[config.mk]
export PLATFORM = sky130hd
export DESIGN_NAME = crc16_command_frame_encoder
export DESIGN_NICKNAME = d
export VERILOG_FILES = /design/src/design/cfe_pkg.sv /design/src/design/crc16_command_frame_encoder.sv /design/src/design/cfe_frame_builder.sv /design/src/design/cfe_result_queue.sv
export SDC_FILE = /design/constraint.sdc
export NUM_CORES = 1
export LEC_CHECK = 0
export ABC_AREA = 0
export BUFFER_PORTS_ARGS = -buffer_cell sky130_fd_sc_hd__buf_2
export CORE_MARGIN = 3
export CORE_UTILIZATION = 50
export CTS_CLUSTER_DIAMETER = 40
export CTS_CLUSTER_SIZE = 14
export DETAILED_ROUTE_END_ITERATION = 8
export PLACE_DENSITY = 0.72
export SYNTH_ARGS = -nofsm -noshare
export SYNTH_HDL_FRONTEND = slang
export SYNTH_SLANG_ARGS = --single-unit
[constraint.sdc]
create_clock -name clock -period 9.7 [get_ports clock]
set_clock_uncertainty 0.15 [all_clocks]
set_input_delay 0.485 -clock clock [delete_from_list [all_inputs] [get_ports clock]]
set_output_delay 0.485 -clock clock [all_outputs]
set_load 0.02 [all_outputs]
[src/design/cfe_pkg.sv]
// Shared types, constants and the CRC16 byte update for the command frame encoder.
`default_nettype none

package cfe_pkg;

   localparam logic [7:0]  MAX_PAYLOAD = 8'd254;
   localparam logic [15:0] CRC_INIT    = 16'hFFFF;
   localparam logic [15:0] CRC_POLY    = 16'hA001;

   localparam logic [7:0] HEAD_RESET = 8'd165;
   localparam logic [7:0] TAIL_RESET = 8'd90;

   // Opcodes of an input item
   localparam logic OP_START   = 1'b0;
   localparam logic OP_PAYLOAD = 1'b1;

   // Register indexes on the configuration port
   localparam logic CSR_HEAD = 1'b0;
   localparam logic CSR_TAIL = 1'b1;

   localparam int MAX_RESULTS = 6;
   localparam int COUNT_W     = $clog2(MAX_RESULTS + 1);
   localparam int IDX_W       = $clog2(MAX_RESULTS);

   typedef struct packed {
      logic [7:0] tx_byte;
      logic       frame_end;
      logic       run_last;
      logic       sequence_error;
   } result_type;

   typedef result_type [MAX_RESULTS-1:0] result_set_type;

   typedef struct packed {
      result_set_type       results;
      logic [COUNT_W-1:0]   count;
   } frame_load_type;

   // Reflected CRC16 update over one byte, LSB first
   function automatic logic [15:0] crc_byte(input logic [15:0] crc, input logic [7:0] b);
      logic [15:0] c;
      c = crc ^ {8'h00, b};
      for (int k = 0; k < 8; k++) begin
         if (c[0]) begin
            c = (c >> 1) ^ CRC_POLY;
         end else begin
            c = c >> 1;
         end
      end
      return c;
   endfunction

endpackage

`default_nettype wire

[src/design/crc16_command_frame_encoder.sv]
// Top level of the command frame encoder: CSR port, frame builder and result queue.
`default_nettype none

// Command frame encoder. Each input item is turned into the bytes of an
// outgoing frame: head, length (1 + payload length, saturated at MAX_PAYLOAD,
// 254 by default), command, payload, Modbus CRC16 low then high byte, tail. A start
// item (opcode 0) yields 3 bytes, or 6 when its payload length is zero; a
// payload item (opcode 1) yields 1 byte, or 4 when it is the last declared
// byte. A payload byte with no frame open yields a single result with
// sequence_error set and leaves the frame state alone; a start during an
// open frame drops that frame without CRC or tail. rsp_run_last marks the
// final result of each item. Rate: the item's work is done in the cycle it
// is accepted, and its results then leave at one per output transfer. The
// next item is taken in the same cycle as the final result of the previous
// one transfers, so single-result items flow at one per clock while the
// output is not stalled. head_byte sits at address 0 and tail_byte at
// address 4; write them only while idle.
module crc16_command_frame_encoder #(
   parameter logic [7:0] MAX_PAYLOAD = cfe_pkg::MAX_PAYLOAD
) (
   input  wire logic        clock,
   input  wire logic        reset,

   input  wire logic        req_valid,
   output logic             req_stall,
   input  wire logic        req_opcode,
   input  wire logic [7:0]  req_command_code,
   input  wire logic [7:0]  req_payload_length,
   input  wire logic [7:0]  req_data_byte,

   output logic             rsp_valid,
   input  wire logic        rsp_stall,
   output logic [7:0]       rsp_tx_byte,
   output logic             rsp_frame_end,
   output logic             rsp_run_last,
   output logic             rsp_sequence_error,

   input  wire logic        csr_psel,
   input  wire logic        csr_penable,
   input  wire logic        csr_pwrite,
   input  wire logic [2:0]  csr_paddr,
   input  wire logic [31:0] csr_pwdata,
   output logic [31:0]      csr_prdata,
   output logic             csr_pready
);

   logic [7:0]               head_byte_ff;
   logic [7:0]               tail_byte_ff;
   logic                     csr_write;
   logic                     csr_index;

   logic                     queue_free;
   logic                     req_accept;
   cfe_pkg::frame_load_type  frame_load;
   cfe_pkg::result_type      rsp_result;

   // Configuration registers: word address selects the register
   always_comb begin
      csr_pready = 1'b1;
      csr_index  = csr_paddr[2];
      csr_write  = csr_psel && csr_penable && csr_pwrite && csr_pready;
      case (csr_index)
         cfe_pkg::CSR_HEAD: csr_prdata = {24'd0, head_byte_ff};
         cfe_pkg::CSR_TAIL: csr_prdata = {24'd0, tail_byte_ff};
         default:           csr_prdata = 32'd0;
      endcase
   end

   always_ff @(posedge clock) begin
      if (reset) begin
         head_byte_ff <= cfe_pkg::HEAD_RESET;
         tail_byte_ff <= cfe_pkg::TAIL_RESET;
      end else if (csr_write) begin
         case (csr_index)
            cfe_pkg::CSR_HEAD: head_byte_ff <= csr_pwdata[7:0];
            cfe_pkg::CSR_TAIL: tail_byte_ff <= csr_pwdata[7:0];
            default: ;
         endcase
      end
   end

   // Hold the input until the queue can take the next result set
   always_comb begin
      req_stall  = !queue_free;
      req_accept = req_valid && queue_free;
   end

   cfe_frame_builder #(
      .MAX_PAYLOAD (MAX_PAYLOAD)
   ) u_builder (
      .clock          (clock),
      .reset          (reset),
      .accept         (req_accept),
      .opcode         (req_opcode),
      .command_code   (req_command_code),
      .payload_length (req_payload_length),
      .data_byte      (req_data_byte),
      .head_byte      (head_byte_ff),
      .tail_byte      (tail_byte_ff),
      .frame_load     (frame_load)
   );

   cfe_result_queue u_queue (
      .clock      (clock),
      .reset      (reset),
      .load       (req_accept),
      .frame_load (frame_load),
      .free       (queue_free),
      .rsp_valid  (rsp_valid),
      .rsp_stall  (rsp_stall),
      .rsp_result (rsp_result)
   );

   // Unpack the current result onto the output ports
   always_comb begin
      rsp_tx_byte        = rsp_result.tx_byte;
      rsp_frame_end      = rsp_result.frame_end;
      rsp_run_last       = rsp_result.run_last;
      rsp_sequence_error = rsp_result.sequence_error;
   end

endmodule

`default_nettype wire

[src/design/cfe_frame_builder.sv]
// Frame state and the result set that one input item produces.
`default_nettype none

module cfe_frame_builder #(
   parameter logic [7:0] MAX_PAYLOAD = cfe_pkg::MAX_PAYLOAD
) (
   input  wire logic                  clock,
   input  wire logic                  reset,
   input  wire logic                  accept,
   input  wire logic                  opcode,
   input  wire logic [7:0]            command_code,
   input  wire logic [7:0]            payload_length,
   input  wire logic [7:0]            data_byte,
   input  wire logic [7:0]            head_byte,
   input  wire logic [7:0]            tail_byte,
   output cfe_pkg::frame_load_type    frame_load
);

   logic [15:0] running_crc_ff, running_crc_in;
   logic [7:0]  bytes_remaining_ff, bytes_remaining_in;
   logic        frame_open_ff, frame_open_in;

   logic [7:0]  plen_sat;
   logic [7:0]  len_byte;
   logic [15:0] crc_len;
   logic [15:0] crc_cmd;
   logic [15:0] crc_data;
   logic [7:0]  remaining_dec;

   function automatic cfe_pkg::result_type mk(input logic [7:0] b, input logic e,
                                              input logic l, input logic r);
      cfe_pkg::result_type res;
      res.tx_byte        = b;
      res.frame_end      = e;
      res.run_last       = l;
      res.sequence_error = r;
      return res;
   endfunction

   always_comb begin
      plen_sat      = (payload_length > MAX_PAYLOAD) ? MAX_PAYLOAD : payload_length;
      len_byte      = plen_sat + 8'd1;
      crc_len       = cfe_pkg::crc_byte(cfe_pkg::CRC_INIT, len_byte);
      crc_cmd       = cfe_pkg::crc_byte(crc_len, command_code);
      crc_data      = cfe_pkg::crc_byte(running_crc_ff, data_byte);
      remaining_dec = bytes_remaining_ff - 8'd1;
   end

   always_comb begin
      frame_load         = '0;
      running_crc_in     = running_crc_ff;
      bytes_remaining_in = bytes_remaining_ff;
      frame_open_in      = frame_open_ff;
      if (opcode == cfe_pkg::OP_START) begin
         frame_load.results[0] = mk(head_byte, 1'b0, 1'b0, 1'b0);
         frame_load.results[1] = mk(len_byte, 1'b0, 1'b0, 1'b0);
         if (plen_sat == 8'd0) begin
            // Empty payload: close the frame in the same item
            frame_load.results[2] = mk(command_code, 1'b0, 1'b0, 1'b0);
            frame_load.results[3] = mk(crc_cmd[7:0], 1'b0, 1'b0, 1'b0);
            frame_load.results[4] = mk(crc_cmd[15:8], 1'b0, 1'b0, 1'b0);
            frame_load.results[5] = mk(tail_byte, 1'b1, 1'b1, 1'b0);
            frame_load.count      = cfe_pkg::COUNT_W'(6);
            running_crc_in        = cfe_pkg::CRC_INIT;
            bytes_remaining_in    = 8'd0;
            frame_open_in         = 1'b0;
         end else begin
            frame_load.results[2] = mk(command_code, 1'b0, 1'b1, 1'b0);
            frame_load.count      = cfe_pkg::COUNT_W'(3);
            running_crc_in        = crc_cmd;
            bytes_remaining_in    = plen_sat;
            frame_open_in         = 1'b1;
         end
      end else if (!frame_open_ff || bytes_remaining_ff == 8'd0) begin
         frame_load.results[0] = mk(8'd0, 1'b0, 1'b1, 1'b1);
         frame_load.count      = cfe_pkg::COUNT_W'(1);
      end else if (remaining_dec == 8'd0) begin
         frame_load.results[0] = mk(data_byte, 1'b0, 1'b0, 1'b0);
         frame_load.results[1] = mk(crc_data[7:0], 1'b0, 1'b0, 1'b0);
         frame_load.results[2] = mk(crc_data[15:8], 1'b0, 1'b0, 1'b0);
         frame_load.results[3] = mk(tail_byte, 1'b1, 1'b1, 1'b0);
         frame_load.count      = cfe_pkg::COUNT_W'(4);
         running_crc_in        = cfe_pkg::CRC_INIT;
         bytes_remaining_in    = 8'd0;
         frame_open_in         = 1'b0;
      end else begin
         frame_load.results[0] = mk(data_byte, 1'b0, 1'b1, 1'b0);
         frame_load.count      = cfe_pkg::COUNT_W'(1);
         running_crc_in        = crc_data;
         bytes_remaining_in    = remaining_dec;
      end
   end

   always_ff @(posedge clock) begin
      if (reset) begin
         running_crc_ff     <= cfe_pkg::CRC_INIT;
         bytes_remaining_ff <= 8'd0;
         frame_open_ff      <= 1'b0;
      end else if (accept) begin
         running_crc_ff     <= running_crc_in;
         bytes_remaining_ff <= bytes_remaining_in;
         frame_open_ff      <= frame_open_in;
      end
   end

   closed_frame_is_clean: assert property (@(posedge clock) disable iff (reset)
      !frame_open_ff |-> (bytes_remaining_ff == 8'd0 && running_crc_ff == cfe_pkg::CRC_INIT))
      else $error("closed frame left state behind");

endmodule

`default_nettype wire

[src/design/cfe_result_queue.sv]
// Result register bank that delivers one result of an item per transfer.
`default_nettype none

module cfe_result_queue (
   input  wire logic                  clock,
   input  wire logic                  reset,
   input  wire logic                  load,
   input  wire cfe_pkg::frame_load_type frame_load,
   output logic                       free,
   output logic                       rsp_valid,
   input  wire logic                  rsp_stall,
   output cfe_pkg::result_type        rsp_result
);

   cfe_pkg::result_set_type          entries_ff;
   logic [cfe_pkg::COUNT_W-1:0]      count_ff;
   logic [cfe_pkg::IDX_W-1:0]        index_ff;
   logic                             pop;
   logic                             at_last;

   always_comb begin
      rsp_valid  = (count_ff != '0);
      rsp_result = entries_ff[index_ff];
      pop        = rsp_valid && !rsp_stall;
      at_last    = (index_ff == cfe_pkg::IDX_W'(count_ff - cfe_pkg::COUNT_W'(1)));
      free       = !rsp_valid || (pop && at_last);
   end

   always_ff @(posedge clock) begin
      if (load) begin
         entries_ff <= frame_load.results;
      end
   end

   always_ff @(posedge clock) begin
      if (reset) begin
         count_ff <= '0;
         index_ff <= '0;
      end else if (load) begin
         count_ff <= frame_load.count;
         index_ff <= '0;
      end else if (pop) begin
         if (at_last) begin
            count_ff <= '0;
            index_ff <= '0;
         end else begin
            index_ff <= index_ff + cfe_pkg::IDX_W'(1);
         end
      end
   end

   no_overwrite: assert property (@(posedge clock) disable iff (reset)
      load |-> free)
      else $error("results loaded over undelivered results");

   index_in_range: assert property (@(posedge clock) disable iff (reset)
      rsp_valid |-> (cfe_pkg::COUNT_W'(index_ff) < count_ff))
      else $error("result index beyond loaded count");

   last_marks_end: assert property (@(posedge clock) disable iff (reset)
      rsp_valid |-> (rsp_result.run_last == at_last))
      else $error("run_last not on final result of item");

   load_shows: assert property (@(posedge clock) disable iff (reset)
      load |=> rsp_valid)
      else $error("loaded item produced no result");

endmodule

`default_nettype wire
Word level (Yosys, flattened, before mapping)
Cells that the tools add are included.
Widths: inputs -> output; s select.

word-level totals
  input port bits = 67
  logic and storage cells = 147
  output and inout port bits = 46
  register bits after elaboration = 113

cells by class
  eq/ne operators = 3
  reduce and logical (&&, ||, !) cells = 25
  $add $sub $neg = 4
  $lt $le $gt $ge = 2
  bitwise operators = 30
  mux-type cells = 52

operators with widths
  cell                 count
  $mux 16              28
  $not 2->3            24
  $mux 33              2
  $pmux 32 s2          1
  $mux 47              1
  $mux 8               5
  $bmux 11 s3          1
  $xor 16x8->16        2
  $mux 25              1
  $logic_not 8->1      3
  $not 8->16           1
  $mux 3               5
  $mux 14              1
  $mux 11              1
  $add 8x1->8 const B  1
  $gt 8x8->1 const B   1
  $reduce_and 2->1     4
  $sub 8x1->8 const B  1
  $reduce_or 2->1      3
  $logic_and 1x1->1    5
  $mux 5               1
  $logic_not 1->1      4
  $lt 3x4->1 const B   1
  $mux 1               4
  11 further kinds     15

Longest topological paths before layout
Gate-level depths: netlist of the first run.

  depth in word-level cells = 40
  mapped depth = 12
  depth with buffers taken out = 11

By module
Synthesis of the first run repeated with hierarchy kept, for this count alone.

unflattened totals
  cell total of the unflattened synthesis = 609
  area, all modules = 6546.3 um2

modules (own cells, without submodules)
  module                       area an instance (um2)  times used  cells an instance
  cfe_result_queue             2870.3                  1           155
  cfe_frame_builder            2675.1                  1           345
  crc16_command_frame_encoder  1001.0                  1           109

Worst setup path before layout of the first run
No wires, ideal clock.

  path type = reg-to-reg
  start point = register u_queue.count_ff[0] in the netlist's numbering
  end point = register u_queue.entries_ff[0] in the netlist's numbering, enable pin
  arrival = 3.267 ns
  path slack = 5.848 ns
  library setup time = 0.435 ns
  period minus slack after synthesis = 3.852 ns
  cell stages (with the launch flop) = 8
  cells stage by stage = dfxtp_1 > inv_1 > ha_1 > xnor2_1 > or3_1 > o21ai_1 > and2_1 > clkbuf_1

on the way
  word-level cells in the longest chain between the ends = 5
  elaborated cells between the ends (all ways) = 8
  classes of those cells = add/sub (1); eq/ne (1); reduce/logical (6)

ends and longest elaborated chain
  what                                              RTL line                                        text
  start, declared                                   cfe_result_queue.sv:16                          logic [cfe_pkg::COUNT_W-1:0] count_ff;
  start signal, assigned                            cfe_result_queue.sv:40                          count_ff <= frame_load.count;
  $sub 3x1->3 or $reduce_bool 3->1 (tied branches)  cfe_result_queue.sv:25, cfe_result_queue.sv:22
  $eq 3x3->1 or $logic_and 1x1->1 (tied branches)   cfe_result_queue.sv:25, cfe_result_queue.sv:24
  $logic_and 1x1->1                                 cfe_result_queue.sv:26                          free = !rsp_valid || (pop && at_last);
  $logic_or 1x1->1 *                                cfe_result_queue.sv:26
  $logic_and 1x1->1 *                               crc16_command_frame_encoder.sv:85               req_accept = req_valid && queue_free;
  net req_accept                                    crc16_command_frame_encoder.sv:53               logic req_accept;
  end signal, assigned                              cfe_result_queue.sv:31                          entries_ff <= frame_load.results;
  end, declared                                     cfe_result_queue.sv:15                          cfe_pkg::result_set_type entries_ff;

Mark *: on every way through the listed nets, which the timed path passes. The rest lies on a longest branch.
A chain may end at the register's enable or synchronous reset.

==> results of run 1 <==
[synth_stat cells, drive strengths merged (7+ instances only)]
cell type | count | area, sq um
a211o | 19 | 166
a21oi | 19 | 95.1
a221oi | 8 | 70.1
a22o | 7 | 61.3
and2 | 11 | 68.8
buf | 32 | 226
clkbuf | 28 | 116
dfxtp | 47 | 941
edfxtp | 53 | 1590
ha | 7 | 87.6
inv | 30 | 113
mux2i | 16 | 160
mux4 | 8 | 180
nand2 | 51 | 191
nand3 | 7 | 35.0
nor2 | 48 | 196
nor3 | 7 | 35.0
o21ai | 27 | 135
o22ai | 18 | 113
o2bb2ai | 7 | 61.3
xnor2 | 37 | 324
xnor3 | 8 | 188
xor2 | 12 | 105
[metrics by stage]
step | setup WS (ns) | hold slack [ns] | std cells
global route | 5.90 | 0.216 | 748
global placement | 5.91 | 0.315 | 732
floorplan | 5.85 | 0.304 | 587
CTS | 6.07 | 0.213 | 748
finish | 6.07 | 0.217 | 748
detailed placement | 5.88 | 0.324 | 732
[final cells by class]
type,count,area [sq um]
Fill cell,951,4760
Multi-Input combinational cell,395,2770
Sequential cell,100,2530
Timing Repair Buffer,66,343
Clock buffer,9,225
Tap cell,140,175
Inverter,31,116
Clock inverter,7,61.3
[worst paths after layout]
path / to / slack, ns / cells past startpoint
worst min-delay path: tail_byte_ff[1] / 0.22 / 3
worst max-delay path: u_queue.entries_ff[19] / 6.07 / 9
worst max register to register: u_queue.entries_ff[19] / 6.07 / 9
worst min register to register: u_builder.running_crc_ff[15] / 0.34 / 1
[layout by cell type, fill, tap and decap left out, types with 8 or more instances in the layout]
cell type / instances
sky130_fd_sc_hd__mux2i_1: 16
sky130_fd_sc_hd__xor2_1: 12
sky130_fd_sc_hd__a21oi_1: 19
sky130_fd_sc_hd__inv_1: 30
sky130_fd_sc_hd__nor2_1: 47
sky130_fd_sc_hd__a211o_1: 19
sky130_fd_sc_hd__clkbuf_16: 9
sky130_fd_sc_hd__o21ai_0: 25
sky130_fd_sc_hd__edfxtp_1: 53
sky130_fd_sc_hd__and2_1: 10
sky130_fd_sc_hd__mux4_2: 8
sky130_fd_sc_hd__nand2_1: 51
sky130_fd_sc_hd__a221oi_1: 8
sky130_fd_sc_hd__buf_2: 61
sky130_fd_sc_hd__dfxtp_1: 47
sky130_fd_sc_hd__xnor2_1: 37
sky130_fd_sc_hd__conb_1: 25
sky130_fd_sc_hd__o22ai_1: 18
[critical path: stages (launching register included)]
cell and delay [ns]:
sky130_fd_sc_hd__dfxtp_1 0.34, sky130_fd_sc_hd__inv_1 0.12, sky130_fd_sc_hd__ha_1 0.26, sky130_fd_sc_hd__or3b_1 0.43, sky130_fd_sc_hd__o31a_1 0.28, sky130_fd_sc_hd__nor4_2 0.75
sky130_fd_sc_hd__nand2_1 0.44, sky130_fd_sc_hd__inv_1 0.46, sky130_fd_sc_hd__nand2_1 0.09, sky130_fd_sc_hd__o21ai_0 0.12
[sequential cells by signal (all words and copies together), names as in the netlist]
name / flops
head_byte_ff: 8
tail_byte_ff: 8
u_builder.running_crc_ff: 16
u_builder.bytes_remaining_ff: 8
u_builder.frame_open_ff: 1
u_queue.entries_ff: 53
u_queue.count_ff: 3
u_queue.index_ff: 3
[cells by family after synthesis]
logic type | after synthesis | synth area share (%)
mux | 24 | 5.99
flops | 100 | 44.5
fa+ha+maj | 7 | 1.54
xor+xnor | 57 | 10.8
other cells | 2 | 0.132
simple gates | 159 | 13.6
compound gates | 123 | 15.1
buf+inv | 92 | 8.25
[power groups by stage]
stage | Combinational (uW) | Sequential (uW) | Clock, uW
floorplan | 236 | 505 | 0
global route | 327 | 504 | 363
CTS | 300 | 501 | 347
finish | 304 | 501 | 342
global placement | 292 | 508 | 0
detailed placement | 297 | 510 | 0
[metal layers]
layer  GRT usage, %  wire length (um)
met1           29.2              5750
met2           34.2              6390
met3           4.58              1060
met4           7.29               295
met5              0                 0
==> metrics.md, run 1 <==
| Metric | Value |
|---|---|
| # IOs | 113 |
| Design internal power | 787 uW |
| Data arrival time of the critical path | 3.64 ns |
| PwrDens | 184 nW/um^2 |
| Share of flip-flops with an asynchronous set or reset | 0% |
| Number of antenna violations at the first check in global routing | 0 |
| Clk buf depth | 2 |
| Startpoint of the most critical setup path | u_builder.bytes_remaining_ff[0] |
| Class of the most critical setup path | flip-flop to flip-flop |
| Power dissipated by switching net loads | 360 uW |
| Max rail drop VDD | 0.0970 mV |
| Die outline width | 113 um |
| EDFF count, synth | 53 |
| Via count of the first global-routing pass | 4,163 |
| Share of the yosys chip area belonging to registers | 44.5% |
| Post-CTS clock slew at the launch and capture registers of the worst setup and hold paths | 0.08 ns |
| Min Tclk post-route | 3.63 ns |
| GR Overflow Total | 0 |
| Result of the run | finished, final reports clean |
| Fin nets | 677 |
| Half-perimeter wire length after detailed placement | 9960 um |
| Post-DP Area | 5940 sq um |
| Avg WL per Cell | 18.0 um |
| Max-slew violation count | 0 |
| Largest fanout of any net on the critical path | 11 |
| Reg-to-reg startpoint | u_builder.bytes_remaining_ff[0] |
| Cts-stage hold buffer count | 0 |
| TritonCTS buffer count | 9 |
| DRT Wirelength | 13,500 um |
| Vias per inst | 5.78 |
| Die ar. | 12,700 sq um |
| Starting density of the core | 51.8% |
| Part of the power in combinational logic | 26.5% |
| CTS Sinks | 100 |
| CTS tree | done |
| Share of total power in the clock network | 29.8% |
| Post-Route Utilization | 56.7% |
| Summed instance area of the synthesized netlist | 5690 sq um |
| Post-DRT Antenna Nets | 0 |
| Drt drc | 0 |
| Most used flip-flop cell after synthesis | sky130_fd_sc_hd__edfxtp_1 |
| Worst slew margin | 32.2% |
| Setup TNS | 0 ns |
| Quantity of gates resized following cts | 0 |
| Cells after synthesis | 564 |
| Max-cap violation count | 0 |
| Setup Fix Bufs, Post-CTS | 0 |
| Required time of the critical path | 9.71 ns |
| Floorplan Core Area | 11,000 sq um |
| Sequential cell fraction of total power | 43.7% |
| Unrepaired setup endpoints after global routing | false |
| Final weighted congestion in routability-driven placement | 0.933 |
| Average instance area after synthesis | 10.1 sq um |
| Sw Ratio | 31.4% |
| Clock H-tree levels | 3 |
| Count of routing violations after the opening detailed-route iteration | 453 |
| Fraction of layout cells with a size suffix above 1 | 16.4% |
| Crit. End Element | flip-flop |
| FMAX | 275 MHz |
| Number of hold violations in the final report | 0 |
| Vias after detailed routing | 4,323 |
| Tot GR Track Use | 21.5% |
| Min-delay worst type | primary input to flip-flop |
| Number of antenna cells inserted | 0 |
| Hold Path Origin | csr_pwdata[1] |
| Yosys warnings | 0 |
| Largest net degree at the start of global routing | 60 |
| Height of the chip | 113 um |
| Number of different library cells in the post-synthesis netlist | 59 |
| Total non-filler cell area in the finished layout | 6220 sq um |
| Number of port buffers | 61 |
| Final setup violation count | 0 |
| Worst Max-Slew Pin Slew | 1.01 ns |
| Insertion delay to the later sink of the worst-skew pair | 0.35 ns |
| Static leakage | 0.00242 uW |
| Post-layout power | 1150 uW |
| First-pass iteration count of the detailed router | 5 |
| Number of synthesized register bits | 100 |
| CTS Root Cell | sky130_fd_sc_hd__clkbuf_16 |
| # rows | 38 |
| Area growth syn-to-layout | 9.49% |
| Critical Path Start Type | flip-flop |
| First-pass GRT wire length | 21,600 um |
| Tcrit/Tclk final | 37.4% |
(Power assumes the default switching activity.)
==> run 2: changes to the inputs <==
- ABC_AREA: 0 -> 1
- clock period: 9.7 -> 3.4 ns (I/O delays scaled with it)
==> run 2 against run 1 <==
Via count rose by 13%. Utilization grew 2.0 points. Cell area increased by 3.1%. Setup slack worse by 5.8 ns. Die area fell by 1.0%. Cell count grew 19%. Combinational power grew to 2.5 times the previous value. Critical path type is now primary input to flip-flop. Highest routed layer unchanged.
==> metrics.md, run 2 <==
| Metric | Value |
|---|---|
| Result of the run | finished, final reports clean |
| Worst Max-Slew Pin Slew | 0.762 ns |
| Count of routing violations after the opening detailed-route iteration | 552 |
| Register Area | 2530 sq um |
| Number of synthesized register bits | 100 |
| Height of the chip | 112 um |
| Largest net degree at the start of global routing | 32 |
| # fillers | 1,032 |
| Vias after detailed routing | 4,877 |
| Post-Place Cells | 866 |
| Floorplan Core Area | 10,900 sq um |
| TritonCTS buffer count | 9 |
| Critical Path Start Type | primary input |
| Largest registers | u_queue.entries_ff: 53 flops, u_builder.running_crc_ff: 16 flops |
| Cell accounting for the most synthesized area | sky130_fd_sc_hd__edfxtp_1 |
| Half-perimeter wire length after detailed placement | 11,300 um |
| Starting density of the core | 51.4% |
| Cell with the most instances on the worst path | sky130_fd_sc_hd__nand2_1 |
| # rows | 38 |
| Largest fanout of any net on the critical path | 7 |
| FMAX | 322 MHz |
| Summed instance area of the synthesized netlist | 5620 sq um |
| PwrDens | 513 nW/um^2 |
| Final weighted congestion in routability-driven placement | 1.00 |
| GR Overflow Total | 0 |
| Fin nets | 821 |
| Startpoint of the most critical setup path | req_payload_length[7] |
| Final setup violation count | 0 |
| Number of antenna cells inserted | 0 |
| R2r setup slk | 0.73 ns |
| Tot GR Track Use | 24.0% |
| Commonest non-fill, non-tap cells in the layout | sky130_fd_sc_hd__nand2_1, sky130_fd_sc_hd__o21ai_0, sky130_fd_sc_hd__nor2_1, sky130_fd_sc_hd__inv_1, sky130_fd_sc_hd__buf_2 |
| Worst Reg2Reg Path Length in Cells | 9 |
| Required time of the critical path | 3.34 ns |
| Most common cell in the netlist | sky130_fd_sc_hd__nand2_1 |
| Average instance area after synthesis | 8.21 sq um |
| Vias per inst | 5.47 |
| Die ar. | 12,600 sq um |
| Post-Route Utilization | 58.7% |
| CTS Sinks | 100 |
| Share of the synthesized area in the top cell type | 28.3% |
| Number of antenna violations at the first check in global routing | 0 |
| Area of the multi-input gates | 2620 sq um |
| Post-DRT Antenna Nets | 0 |
| Post-CTS clock slew at the launch and capture registers of the worst setup and hold paths | 0.07 ns |
| Clock H-tree levels | 3 |
| First-pass iteration count of the detailed router | 5 |
| Min-delay worst type | primary input to flip-flop |
| Insertion delay to the later sink of the worst-skew pair | 0.35 ns |
| Worst slew margin | 49.1% |
| EDFF count, synth | 53 |
| Class of the most critical setup path | primary input to flip-flop |
| Fraction of layout cells with a size suffix above 1 | 16.2% |
| Most used flip-flop cell after synthesis | sky130_fd_sc_hd__edfxtp_1 |
| Largest reg by FF count | u_queue.entries_ff |
| Tcrit/Tclk final | 91.5% |
| Yosys warnings | 0 |
| Number of different library cells in the post-synthesis netlist | 47 |
| Via count of the first global-routing pass | 4,508 |
| Avg WL per Cell | 16.9 um |
| Number of hold violations in the final report | 0 |
| Most numerous cell types in the synthesized netlist | sky130_fd_sc_hd__nand2_1, sky130_fd_sc_hd__o21ai_0, sky130_fd_sc_hd__nor2_1, sky130_fd_sc_hd__inv_1, sky130_fd_sc_hd__edfxtp_1 |
| Flip-flop count of the largest register, all copies and words added | 53 |
| Reg-to-reg startpoint | u_builder.bytes_remaining_ff[2] |
| Post-layout power | 3290 uW |
| First-pass GRT wire length | 23,600 um |
| Terminus of the critical flop-to-flop path | u_builder.running_crc_ff[14] |
| Clk buf depth | 2 |
| Drt drc | 0 |
| CTS tree | done |
| Setup Fix Bufs, Post-CTS | 0 |
| Cells after synthesis | 685 |
| Static leakage | 0.00271 uW |
| Share of the yosys chip area belonging to registers | 45.0% |
| Die outline width | 112 um |
| Data arrival time of the critical path | 3.05 ns |
| Max-cap violation count | 0 |
| Crit-path slowest cell | sky130_fd_sc_hd__dlygate4sd3_1 |
| Min Tclk post-route | 3.11 ns |
| # IOs | 113 |
| Setup TNS | 0 ns |
| Largest stage delay on the critical path | 0.53 ns |
| Max rail drop VDD | 0.261 mV |
| Hold Slack | 0.0200 ns |
| CTS Root Cell | sky130_fd_sc_hd__clkbuf_16 |
| Area growth syn-to-layout | 14.2% |
| Max-slew violation count | 0 |
| Count of placed standard cells in the final layout, fillers left out | 892 |
| Number of port buffers | 61 |
| Share of flip-flops with an asynchronous set or reset | 0% |
| Critical path capture point | u_queue.entries_ff[36] |
| Crit. End Element | flip-flop |
| Top cells by area in the synthesized netlist | sky130_fd_sc_hd__edfxtp_1, sky130_fd_sc_hd__dfxtp_1, sky130_fd_sc_hd__o21ai_0, sky130_fd_sc_hd__nand2_1, sky130_fd_sc_hd__nor2_1 |
| DRT Wirelength | 15,100 um |
| Most common cell after layout, fill and taps aside | sky130_fd_sc_hd__nand2_1 |
[run 2: changes by cell type in the layout (fill, tap and decap cells not counted), moves of 17 or more]
cell / delta
sky130_fd_sc_hd__nand2_1: +54
sky130_fd_sc_hd__o21ai_0: +54
sky130_fd_sc_hd__inv_1: +36
sky130_fd_sc_hd__a21oi_1: +25
sky130_fd_sc_hd__nor2_1: +25
sky130_fd_sc_hd__nand3_1: +22
sky130_fd_sc_hd__a211o_1: -19
sky130_fd_sc_hd__xnor2_1: -18
sky130_fd_sc_hd__o221ai_1: +17
[run 2: final cells by class]
cell class | count | share of cell area [%]
inverter | 72 | 4.25
timing repair buffer | 81 | 7.68
multi-input combinational | 483 | 40.9
sequential | 100 | 39.4
tap | 140 | 2.73
clock inverter | 7 | 1.52
clock buffer | 9 | 3.51
[run 2: worst min-delay path by stage]
| stage | from | to | slack, ns | cells after the start |
|---|---|---|---|---|
| 2_1_floorplan | csr_pwdata[0] | head_byte_ff[0] | 0.15 | 2 |
| 3_3_place_gp | csr_pwdata[4] | tail_byte_ff[4] | 0.25 | 3 |
| 3_5_place_dp | csr_pwdata[7] | head_byte_ff[7] | 0.25 | 3 |
| 4_1_cts | req_payload_length[6] | u_builder.bytes_remaining_ff[6] | 0.01 | 3 |
| 5_1_grt | req_payload_length[6] | u_builder.bytes_remaining_ff[6] | 0.05 | 3 |
| 6_report | req_payload_length[6] | u_builder.bytes_remaining_ff[6] | 0.02 | 3 |
[run 2: cell families (layout without fill, tap and decap cells)]
group / count (synthesis) / after routing / synth area share [%]
xor gates and xnor gates: 44 / 44 / 7.12
DFF: 100 / 100 / 45.0
adders and majority gates: 7 / 7 / 1.56
buffers and inverters: 125 / 169 / 10.2
and+or+nand+nor: 239 / 239 / 18.5
other: 2 / 25 / 0.134
AOI/OAI and AO/OA: 168 / 168 / 17.4
[run 2: what timing repair did]
action / in CTS / in global routing
resized for setup: 0 / 4
endpoints found under the setup margin: 0 / 2
hold buffers: 10 / 0
endpoints found under the hold margin: 16 / 0
[run 2: worst max-delay path: cells and delay by family]
kind	cells	cell delay, ns
and+or+nand+nor	20	1.56
buffers and inverters	4	0.88
AOI/OAI and AO/OA	2	0.22
adders and majority gates	1	0.22
[run 2: where the power goes]
group	leakage, uW	switching (uW)	internal [uW]
combinational	0.00165	512	250
sequential	0.000904	44.0	1370
clock	0.000154	463	650
total	0.00271	1020	2270
[run 2: per-layer routing]
layer | global-route usage [%] | vias up | part of all wire [%] | wire [um]
met5 | 0 | - | 0 | 0
met4 | 7.45 | 0 | 1.9 | 285
met3 | 4.37 | 19 | 7.2 | 1090
met2 | 37.3 | 193 | 46 | 6970
met1 | 34.2 | 2280 | 45 | 6770
li1 | - | 2385 | - | -
[run 2: through the flow]
step / area [sq um] / worst slack, ns
3_5_place_dp: 5980 / 0.328
5_1_grt: 6420 / -0.0124
3_3_place_gp: 5980 / 0.410
2_1_floorplan: 5710 / 0.464
6_report: 6420 / 0.290
4_1_cts: 6400 / 0.251
